[src/hdl/trwl_pkg.sv]
// Shared types, constants and helpers for the tiered window rate limiter.
// No dependencies; trwl_update and the core import this package.
package trwl_pkg;

    localparam int CNT_W    = 32;
    localparam int TIME_W   = 32;
    localparam int STREAK_W = 8;
    localparam int CAP_W    = 16;
    localparam int THR_W    = 8;
    localparam int NTIER    = 3;
    localparam int TIER_AW  = $clog2(NTIER);
    localparam int CFG_IW   = 3;
    localparam int CFG_DW   = 16;

    typedef logic [CNT_W-1:0]    t_cnt;
    typedef logic [TIME_W-1:0]   t_time;
    typedef logic [STREAK_W-1:0] t_streak;
    typedef logic [CAP_W-1:0]    t_cap;
    typedef logic [THR_W-1:0]    t_thr;
    typedef logic [TIER_AW-1:0]  t_slot;

    localparam logic [1:0] TIER_STATIC    = 2'd0;
    localparam logic [1:0] TIER_CHEAP     = 2'd1;
    localparam logic [1:0] TIER_EXPENSIVE = 2'd2;

    localparam t_slot SLOT_STATIC    = t_slot'(0);
    localparam t_slot SLOT_CHEAP     = t_slot'(1);
    localparam t_slot SLOT_EXPENSIVE = t_slot'(2);

    typedef enum logic [1:0] {
        VERDICT_ADMIT   = 2'd0,
        VERDICT_LIMITED = 2'd1,
        VERDICT_PUZZLE  = 2'd2
    } t_verdict;

    typedef enum logic [CFG_IW-1:0] {
        CFG_STATIC_CAP       = 3'd0,
        CFG_CHEAP_CAP        = 3'd1,
        CFG_EXPENSIVE_CAP    = 3'd2,
        CFG_ESCALATE_AFTER   = 3'd3,
        CFG_DEESCALATE_AFTER = 3'd4
    } t_cfg_idx;

    localparam t_cap RST_STATIC_CAP    = t_cap'(400);
    localparam t_cap RST_CHEAP_CAP     = t_cap'(100);
    localparam t_cap RST_EXPENSIVE_CAP = t_cap'(20);
    localparam t_thr RST_ESC_AFTER     = t_thr'(5);
    localparam t_thr RST_DEESC_AFTER   = t_thr'(15);

    // one RAM word per tier
    typedef struct packed {
        t_cnt  count;
        t_time start;
        t_cnt  admitted;
        t_cnt  denied;
    } t_entry;

    typedef struct packed {
        t_cap static_cap;
        t_cap cheap_cap;
        t_cap expensive_cap;
        t_thr esc_after;
        t_thr deesc_after;
    } t_cfg;

    typedef struct packed {
        t_streak sat_streak;
        t_streak clr_streak;
        logic    escalated;
        t_cnt    esc_total;
        t_cnt    deesc_total;
        t_cnt    puz_req_total;
        t_cnt    puz_pass_total;
        t_cnt    puz_fail_total;
    } t_press;

    typedef struct packed {
        logic [31:0] window_count;
        logic        escalated;
        t_verdict    verdict;
    } t_result;

    function automatic t_cnt cnt_inc(input t_cnt v);
        return (v == '1) ? v : v + t_cnt'(1);
    endfunction

    function automatic t_streak streak_inc(input t_streak v);
        return (v == '1) ? v : v + t_streak'(1);
    endfunction

    // unused tier code shares the cheap tier
    function automatic t_slot tier_slot(input logic [1:0] tier);
        t_slot s;
        case (tier)
            TIER_STATIC:    s = SLOT_STATIC;
            TIER_EXPENSIVE: s = SLOT_EXPENSIVE;
            default:        s = SLOT_CHEAP;
        endcase
        return s;
    endfunction

endpackage

[src/hdl/trwl_ram.sv]
// Generic single-port-write, single-port-read RAM with registered read data.
// Depends on nothing.
module trwl_ram #(
    parameter int WIDTH = 8,
    parameter int DEPTH = 4
) (
    input  logic                     i_clk,
    input  logic                     i_we,
    input  logic [$clog2(DEPTH)-1:0] i_waddr,
    input  logic [WIDTH-1:0]         i_wdata,
    input  logic                     i_re,
    input  logic [$clog2(DEPTH)-1:0] i_raddr,
    output logic [WIDTH-1:0]         o_rdata
);

    logic [WIDTH-1:0] r_mem [DEPTH];
    logic [WIDTH-1:0] r_rdata;

    always_ff @(posedge i_clk) begin
        if (i_we) begin
            r_mem[i_waddr] <= i_wdata;
        end
        if (i_re) begin
            r_rdata <= r_mem[i_raddr];
        end
    end

    assign o_rdata = r_rdata;

endmodule

[src/hdl/trwl_update.sv]
// Per-request update: window budget, pressure streaks, escalation and verdict.
// Pure logic between the tier RAM read and its write back; uses trwl_pkg.
module trwl_update import trwl_pkg::*; (
    input  t_entry  i_entry,
    input  t_slot   i_slot,
    input  t_time   i_now,
    input  logic    i_puzzle,
    input  t_cfg    i_cfg,
    input  t_press  i_press,
    output t_entry  o_entry,
    output t_press  o_press,
    output t_result o_result
);

    t_cap    cap;
    logic    rollover;
    logic    ok;
    logic    saturated;
    logic    clear;
    logic    track;
    t_streak sat_s;
    t_streak clr_s;
    logic    n_esc;

    always_comb begin
        case (i_slot)
            SLOT_STATIC:    cap = i_cfg.static_cap;
            SLOT_EXPENSIVE: cap = i_cfg.expensive_cap;
            default:        cap = i_cfg.cheap_cap;
        endcase
    end

    always_comb begin
        o_entry  = i_entry;
        rollover = (i_now != i_entry.start);
        if (rollover) begin
            o_entry.start = i_now;
            o_entry.count = t_cnt'(1);
            ok            = 1'b1;
        end else begin
            ok            = (i_entry.count < t_cnt'(cap));
            o_entry.count = cnt_inc(i_entry.count);
        end
        if (ok) begin
            o_entry.admitted = cnt_inc(i_entry.admitted);
        end else begin
            o_entry.denied = cnt_inc(i_entry.denied);
        end
    end

    // streaks and escalation only move on an expensive-window rollover; finished = old count
    always_comb begin
        o_press   = i_press;
        track     = rollover && (i_slot == SLOT_EXPENSIVE);
        saturated = (i_entry.count >= t_cnt'(i_cfg.expensive_cap));
        clear     = (i_entry.count < t_cnt'(i_cfg.expensive_cap >> 1));
        sat_s     = saturated ? streak_inc(i_press.sat_streak) : '0;
        clr_s     = (!saturated && clear) ? streak_inc(i_press.clr_streak) : '0;
        n_esc     = i_press.escalated;
        if (track) begin
            if (!i_press.escalated && (sat_s >= t_streak'(i_cfg.esc_after))) begin
                n_esc             = 1'b1;
                o_press.esc_total = cnt_inc(i_press.esc_total);
                sat_s             = '0;
            end else if (i_press.escalated && (clr_s >= t_streak'(i_cfg.deesc_after))) begin
                n_esc               = 1'b0;
                o_press.deesc_total = cnt_inc(i_press.deesc_total);
                clr_s               = '0;
            end
            o_press.sat_streak = sat_s;
            o_press.clr_streak = clr_s;
        end
        o_press.escalated = n_esc;

        o_result.verdict = ok ? VERDICT_ADMIT : VERDICT_LIMITED;
        if ((i_slot == SLOT_EXPENSIVE) && n_esc) begin
            o_press.puz_req_total = cnt_inc(i_press.puz_req_total);
            if (i_puzzle) begin
                o_press.puz_pass_total = cnt_inc(i_press.puz_pass_total);
                o_result.verdict       = VERDICT_ADMIT;
            end else begin
                o_press.puz_fail_total = cnt_inc(i_press.puz_fail_total);
                o_result.verdict       = VERDICT_PUZZLE;
            end
        end
        o_result.escalated    = n_esc;
        o_result.window_count = 32'(o_entry.count);
    end

endmodule

[src/hdl/tiered_window_rate_limiter_core.sv]
// Tiered fixed-window rate limiter, top level: pipeline, tier RAM, config.
// Uses trwl_pkg, trwl_ram and trwl_update.
//
// Takes one request per clock while the output side is not stalled and
// returns one verdict per request, in order: the first stage reads the
// tier's entry from a three-entry tier RAM (count, window start, admitted
// and denied totals), the second runs the budget and escalation update and
// writes the entry back while the result lands in the output register. A
// request of the same tier right behind takes the written-back entry
// through a bypass, so back-to-back requests never stall on a RAM hazard.
// Per-entry valid bits make the RAM read as zero after reset; there is no
// clearing pass. The configuration port is always ready; write it only
// while no request is in flight.
module tiered_window_rate_limiter_core import trwl_pkg::*; (
    input  logic              i_clk,
    input  logic              i_rst_n,
    // request stream
    input  logic              s_axis_tvalid,
    output logic              s_axis_tready,
    input  logic [31:0]       s_axis_tdata,   // [31:0] now_seconds
    input  logic [2:0]        s_axis_tuser,   // [1:0] tier, [2] puzzle_valid
    // verdict stream
    output logic              m_axis_tvalid,
    input  logic              m_axis_tready,
    output logic [39:0]       m_axis_tdata,   // [1:0] verdict, [2] escalated_now,
                                              // [34:3] window_count, [39:35] zero
    // configuration writes
    input  logic              i_cfg_valid,
    output logic              o_cfg_ready,
    input  logic [CFG_IW-1:0] i_cfg_index,
    input  logic [CFG_DW-1:0] i_cfg_data
);

    localparam int EW = $bits(t_entry);

    logic          s_accept;
    logic          s1_fire;
    t_slot         in_slot;

    logic          r_s1_valid;
    t_slot         r_s1_slot;
    t_time         r_s1_now;
    logic          r_s1_puzzle;
    logic          r_byp;
    t_entry        r_byp_data;
    logic [NTIER-1:0] r_init;
    t_cfg          r_cfg;
    t_press        r_press;
    logic          r_out_valid;
    t_result       r_out;

    logic [EW-1:0] ram_rdata;
    t_entry        cur_entry;
    t_entry        n_entry;
    t_press        n_press;
    t_result       n_result;

    assign s1_fire       = r_s1_valid && (!r_out_valid || m_axis_tready);
    assign s_axis_tready = !r_s1_valid || s1_fire;
    assign s_accept      = s_axis_tvalid && s_axis_tready;
    assign in_slot       = tier_slot(s_axis_tuser[1:0]);
    assign o_cfg_ready   = 1'b1;

    trwl_ram #(
        .WIDTH (EW),
        .DEPTH (NTIER)
    ) u_tier_ram (
        .i_clk   (i_clk),
        .i_we    (s1_fire),
        .i_waddr (r_s1_slot),
        .i_wdata (n_entry),
        .i_re    (s_accept),
        .i_raddr (in_slot),
        .o_rdata (ram_rdata)
    );

    always_comb begin
        if (r_byp) begin
            cur_entry = r_byp_data;
        end else if (r_init[r_s1_slot]) begin
            cur_entry = t_entry'(ram_rdata);
        end else begin
            cur_entry = '0;
        end
    end

    trwl_update u_update (
        .i_entry  (cur_entry),
        .i_slot   (r_s1_slot),
        .i_now    (r_s1_now),
        .i_puzzle (r_s1_puzzle),
        .i_cfg    (r_cfg),
        .i_press  (r_press),
        .o_entry  (n_entry),
        .o_press  (n_press),
        .o_result (n_result)
    );

    // control state
    always_ff @(posedge i_clk) begin
        if (!i_rst_n) begin
            r_s1_valid  <= 1'b0;
            r_out_valid <= 1'b0;
            r_byp       <= 1'b0;
            r_init      <= '0;
            r_press     <= '0;
            r_cfg.static_cap    <= RST_STATIC_CAP;
            r_cfg.cheap_cap     <= RST_CHEAP_CAP;
            r_cfg.expensive_cap <= RST_EXPENSIVE_CAP;
            r_cfg.esc_after     <= RST_ESC_AFTER;
            r_cfg.deesc_after   <= RST_DEESC_AFTER;
        end else begin
            if (s_accept) begin
                r_s1_valid <= 1'b1;
                // entry written this edge is not yet visible at the RAM read port
                r_byp      <= s1_fire && (r_s1_slot == in_slot);
            end else if (s1_fire) begin
                r_s1_valid <= 1'b0;
            end
            if (s1_fire) begin
                r_out_valid         <= 1'b1;
                r_init[r_s1_slot]   <= 1'b1;
                r_press             <= n_press;
            end else if (m_axis_tready) begin
                r_out_valid <= 1'b0;
            end
            if (i_cfg_valid && o_cfg_ready) begin
                case (i_cfg_index)
                    CFG_STATIC_CAP:       r_cfg.static_cap    <= t_cap'(i_cfg_data);
                    CFG_CHEAP_CAP:        r_cfg.cheap_cap     <= t_cap'(i_cfg_data);
                    CFG_EXPENSIVE_CAP:    r_cfg.expensive_cap <= t_cap'(i_cfg_data);
                    CFG_ESCALATE_AFTER:   r_cfg.esc_after     <= i_cfg_data[THR_W-1:0];
                    CFG_DEESCALATE_AFTER: r_cfg.deesc_after   <= i_cfg_data[THR_W-1:0];
                    default: ;
                endcase
            end
        end
    end

    // payload
    always_ff @(posedge i_clk) begin
        if (s_accept) begin
            r_s1_slot   <= in_slot;
            r_s1_now    <= TIME_W'(s_axis_tdata);
            r_s1_puzzle <= s_axis_tuser[2];
            r_byp_data  <= n_entry;
        end
        if (s1_fire) begin
            r_out <= n_result;
        end
    end

    assign m_axis_tvalid = r_out_valid;
    assign m_axis_tdata  = {5'b0, r_out.window_count, r_out.escalated, r_out.verdict};

`ifndef SYNTHESIS
    a_accept_fills_stage: assert property (@(posedge i_clk) disable iff (!i_rst_n)
        s_accept |=> r_s1_valid)
        else $error("accepted request did not reach the update stage");

    a_puzzle_needs_escalation: assert property (@(posedge i_clk) disable iff (!i_rst_n)
        (m_axis_tvalid && (m_axis_tdata[1:0] == VERDICT_PUZZLE)) |-> m_axis_tdata[2])
        else $error("puzzle verdict without escalation");

    a_count_nonzero: assert property (@(posedge i_clk) disable iff (!i_rst_n)
        m_axis_tvalid |-> (m_axis_tdata[34:3] != 32'd0))
        else $error("window count zero after a request");

    a_escalation_moves_on_update: assert property (@(posedge i_clk) disable iff (!i_rst_n)
        !s1_fire |=> $stable(r_press.escalated))
        else $error("escalation flag changed without a request");
`endif

endmodule

[config.mk]
export PLATFORM = sky130hd
export DESIGN_NAME = tiered_window_rate_limiter_core
export DESIGN_NICKNAME = d
export VERILOG_FILES = /design/src/hdl/trwl_pkg.sv /design/src/hdl/trwl_ram.sv /design/src/hdl/trwl_update.sv /design/src/hdl/tiered_window_rate_limiter_core.sv
export SDC_FILE = /design/constraint.sdc
export NUM_CORES = 1
export LEC_CHECK = 0
export ABC_AREA = 1
export BUFFER_PORTS_ARGS = -buffer_cell sky130_fd_sc_hd__buf_2
export CORE_ASPECT_RATIO = 0.6
export CORE_MARGIN = 2
export CORE_UTILIZATION = 55
export CTS_CLUSTER_SIZE = 8
export DETAILED_ROUTE_END_ITERATION = 12
export PLACE_DENSITY = 0.69
export SETUP_SLACK_MARGIN = 0.5
export SLEW_MARGIN = 20
export SYNTH_ARGS = -nofsm -noshare
export SYNTH_HDL_FRONTEND = slang
export SYNTH_SLANG_ARGS = --single-unit
[constraint.sdc]
create_clock -name i_clk -period 9.3 [get_ports i_clk]
set_clock_uncertainty 0.15 [all_clocks]
set_input_delay 0 -clock i_clk [delete_from_list [all_inputs] [get_ports i_clk]]
set_output_delay 0 -clock i_clk [all_outputs]
set_load 0.1 [all_outputs]
==> reports/summary.txt <==
status: completed
Seq/Total Area, Yosys: 62.8%
Max clock buf depth: 3
root buffer cell: clkbuf_16
Setup Viol. Count Final: 0
P&R area growth vs syn: 17.2%
slew margin rel.: 29.7%
Ports: 102
Netlist Area Pre-Place: 21,400 um^2
Power Density: 203 nW/um^2
CTS tree: yes
hold buffer count at CTS: 99
Leak: 10.0 nW
Final Cycle Share: 60.1%
critical setup path kind: reg -> reg
final hold vios: 0
Tmin final: 5.59 ns
Via density: 5.53
fin. max-slew vios: 0
Hold/Removal Path Class: in -> reg
DRC violation count after routing: 0
total die area: 40,600 um^2
post-cts resize count: 0
worst slack at placement: 3.84 ns
total negative slack: 0 ns
syn_area_per_cell: 10.1 um^2
Final HPWL DP: 32,700 um
crit-path max FO: 35
drt wl/cell: 19.0 um
vias: 15,600
WL final: 53,800 um
Final Power: 5.09 mW
CTS sink cnt: 477
#FFs+latches synth: 477
initial antenna violation count: 1
Die Wd: 259 um
Congestion Overflow GR: 0
vias in the first global route: 14,700
Detail Route Antenna Nets: 0
DR iter-0 viols: 1,443
critical path startpoint: r_s1_slot[0]
Starting Density: 56.3%
n_diodes: 0
worst-skew pair later-pin latency: 0.58 ns
startpoint types: register
Worst-path clk slew: 0.05 ns
count of flip-flops with a built-in enable after synthesis: 390
Area contributors post-synth: edfxtp_1 55%, nand2_1 11%, dfxtp_1 8.1%
RSZ-0062 raised after global routing: false
H-tree Lvls: 3
first-pass GRT wire length: 83,300 um
CP Capture Type: register
setup bufs post-CTS: 0
TritonRoute pass-1 iters: 6
post-placement cell count: 2,633
max-cap violations: 0
Post-Synthesis Cells: 2,122
required time worst endpoint: 9.65 ns
top cell type's share of synthesized area: 54.7%
ys async rst share: 0%
Placeable Area: 38,100 um^2
Synth top cells by count: 607 x nand2_1, 390 x edfxtp_1, 205 x nor2_1
Num CTS Buffers: 69
Most used DFF post-synth: edfxtp_1
Critical R2R Launch: r_s1_slot[0]
fin nets: 2,413
port buffer count: 95
maximum vdd drop: 0.151 mV
synth unique cells: 40
layout cells sized above 1: 9.55%
Synthesis Warnings: 0
Die Y: 157 um
GRT Total Usage: 26.9%
setup ws final: 3.71 ns
Yosys top cell by area: edfxtp_1
largest net degree at the start of global routing: 86
final core utilization: 66.0%
hold path startpoint: s_axis_tdata[16]
RD Place Congestion: 0.968
FMAX: 179 MHz
critical path data arrival time: 5.94 ns
Finished Layout Cells: 2,827
worst slew pin tran: 1.06 ns
row cnt: 55
count leader, synth: nand2_1
==> per-layer routing <==
layer | share of wire, % | vias up | wire [um] | global-route usage, %
met1 | 48 | 7412 | 25800 | 42.2
met5 | 0 | - | 0 | 0
met2 | 42 | 624 | 22400 | 38.0
met3 | 8.9 | 84 | 4790 | 5.77
met4 | 1.5 | 0 | 782 | 6.33
li1 | - | 7500 | - | -
==> final timing paths <==
| path | endpoint | slack, ns | cells past startpoint |
|---|---|---|---|
| min | r_s1_now[16] | 0.009 | 2 |
| max reg2reg | r_press[166] | 3.71 | 26 |
| min reg2reg | r_cfg[55] | 0.31 | 2 |
| max | r_press[166] | 3.71 | 26 |
==> cell type report <==
type	count	area, um^2
Clock buffer	91	1870
Clock inverter	4	53.8
Fill cell	2932	12900
Inverter	175	662
Multi-Input combinational cell	1359	6850
Sequential cell	477	13500
Tap cell	513	642
Timing Repair Buffer	208	1570
==> cell usage in the layout (no fill, tap or decap), drive strengths merged, types with 2 or more instances in the layout <==
master	count
dlygate4sd3	99
conb	6
o221ai	15
nor4	3
o211ai	69
a211oi	5
nand4	22
nand3b	25
a31oi	4
ha	64
nand3	93
xnor2	14
o21a	2
a21oi	90
nor3	17
edfxtp	390
or2	2
inv	171
nand2	620
clkinv	8
o2111ai	2
xor2	17
clkbuf	91
dfxtp	87
o21ai	75
buf	109
nor2	209
a21boi	2
==> worst max-delay path, cell delays in order (launching register included) <==
cell       delay [ns]
edfxtp_1         0.44
inv_2            0.19
nand3_2          0.11
nand3_2          0.66
buf_4            0.58
a21boi_2         0.37
ha_1             0.21
inv_1            0.04
a21oi_1          0.11
o21ai_0          0.09
nand2_1          0.07
nand2_1          0.05
a21oi_1          0.22
nand4_4          0.23
nor2_4           0.27
nand3_1          0.15
inv_1            0.10
ha_1             0.25
a21oi_1          0.14
o21ai_0          0.10
nand2_1          0.07
o2111ai_1        0.18
nand2_1          0.12
nand3_1          0.24
nor2_1           0.20
nor2_1           0.06
nor2_1           0.08
==> state kept, by name (all words and copies together) (netlist names), 2 cells and up <==
register / count
u_tier_ram.r_mem: 192
r_byp_data: 64
r_cfg: 64
u_tier_ram.o_rdata: 64
m_axis_tdata: 35
r_s1_now: 32
r_press: 17
r_init: 3
r_s1_slot: 2
==> cell families after synthesis <==
group	Yosys count	share of synthesized area [%]
simple gates	992	19.2
flops	477	62.8
buf+inv	290	5.43
compound gates	266	7.49
fa+ha+maj	64	3.74
xor+xnor	31	1.27
other cells	2	0.0351
==> metrics by stage <==
stage | area [um^2] | hold slack, ns
after floorplan | 21400 | -0.0511
after global placement | 22200 | 0.0268
after detailed placement | 22200 | 0.0281
after CTS | 25100 | 0.00511
after global routing | 25100 | 0.00414
final | 25100 | 0.00933
==> power by group <==
part / internal, mW / switching (mW) / total (mW)
registers: 2.39 / 0.0350 / 2.43
clock network: 1.39 / 0.875 / 2.26
logic: 0.119 / 0.281 / 0.400
total: 3.90 / 1.19 / 5.09
Power figures use the tool's default switching activity.
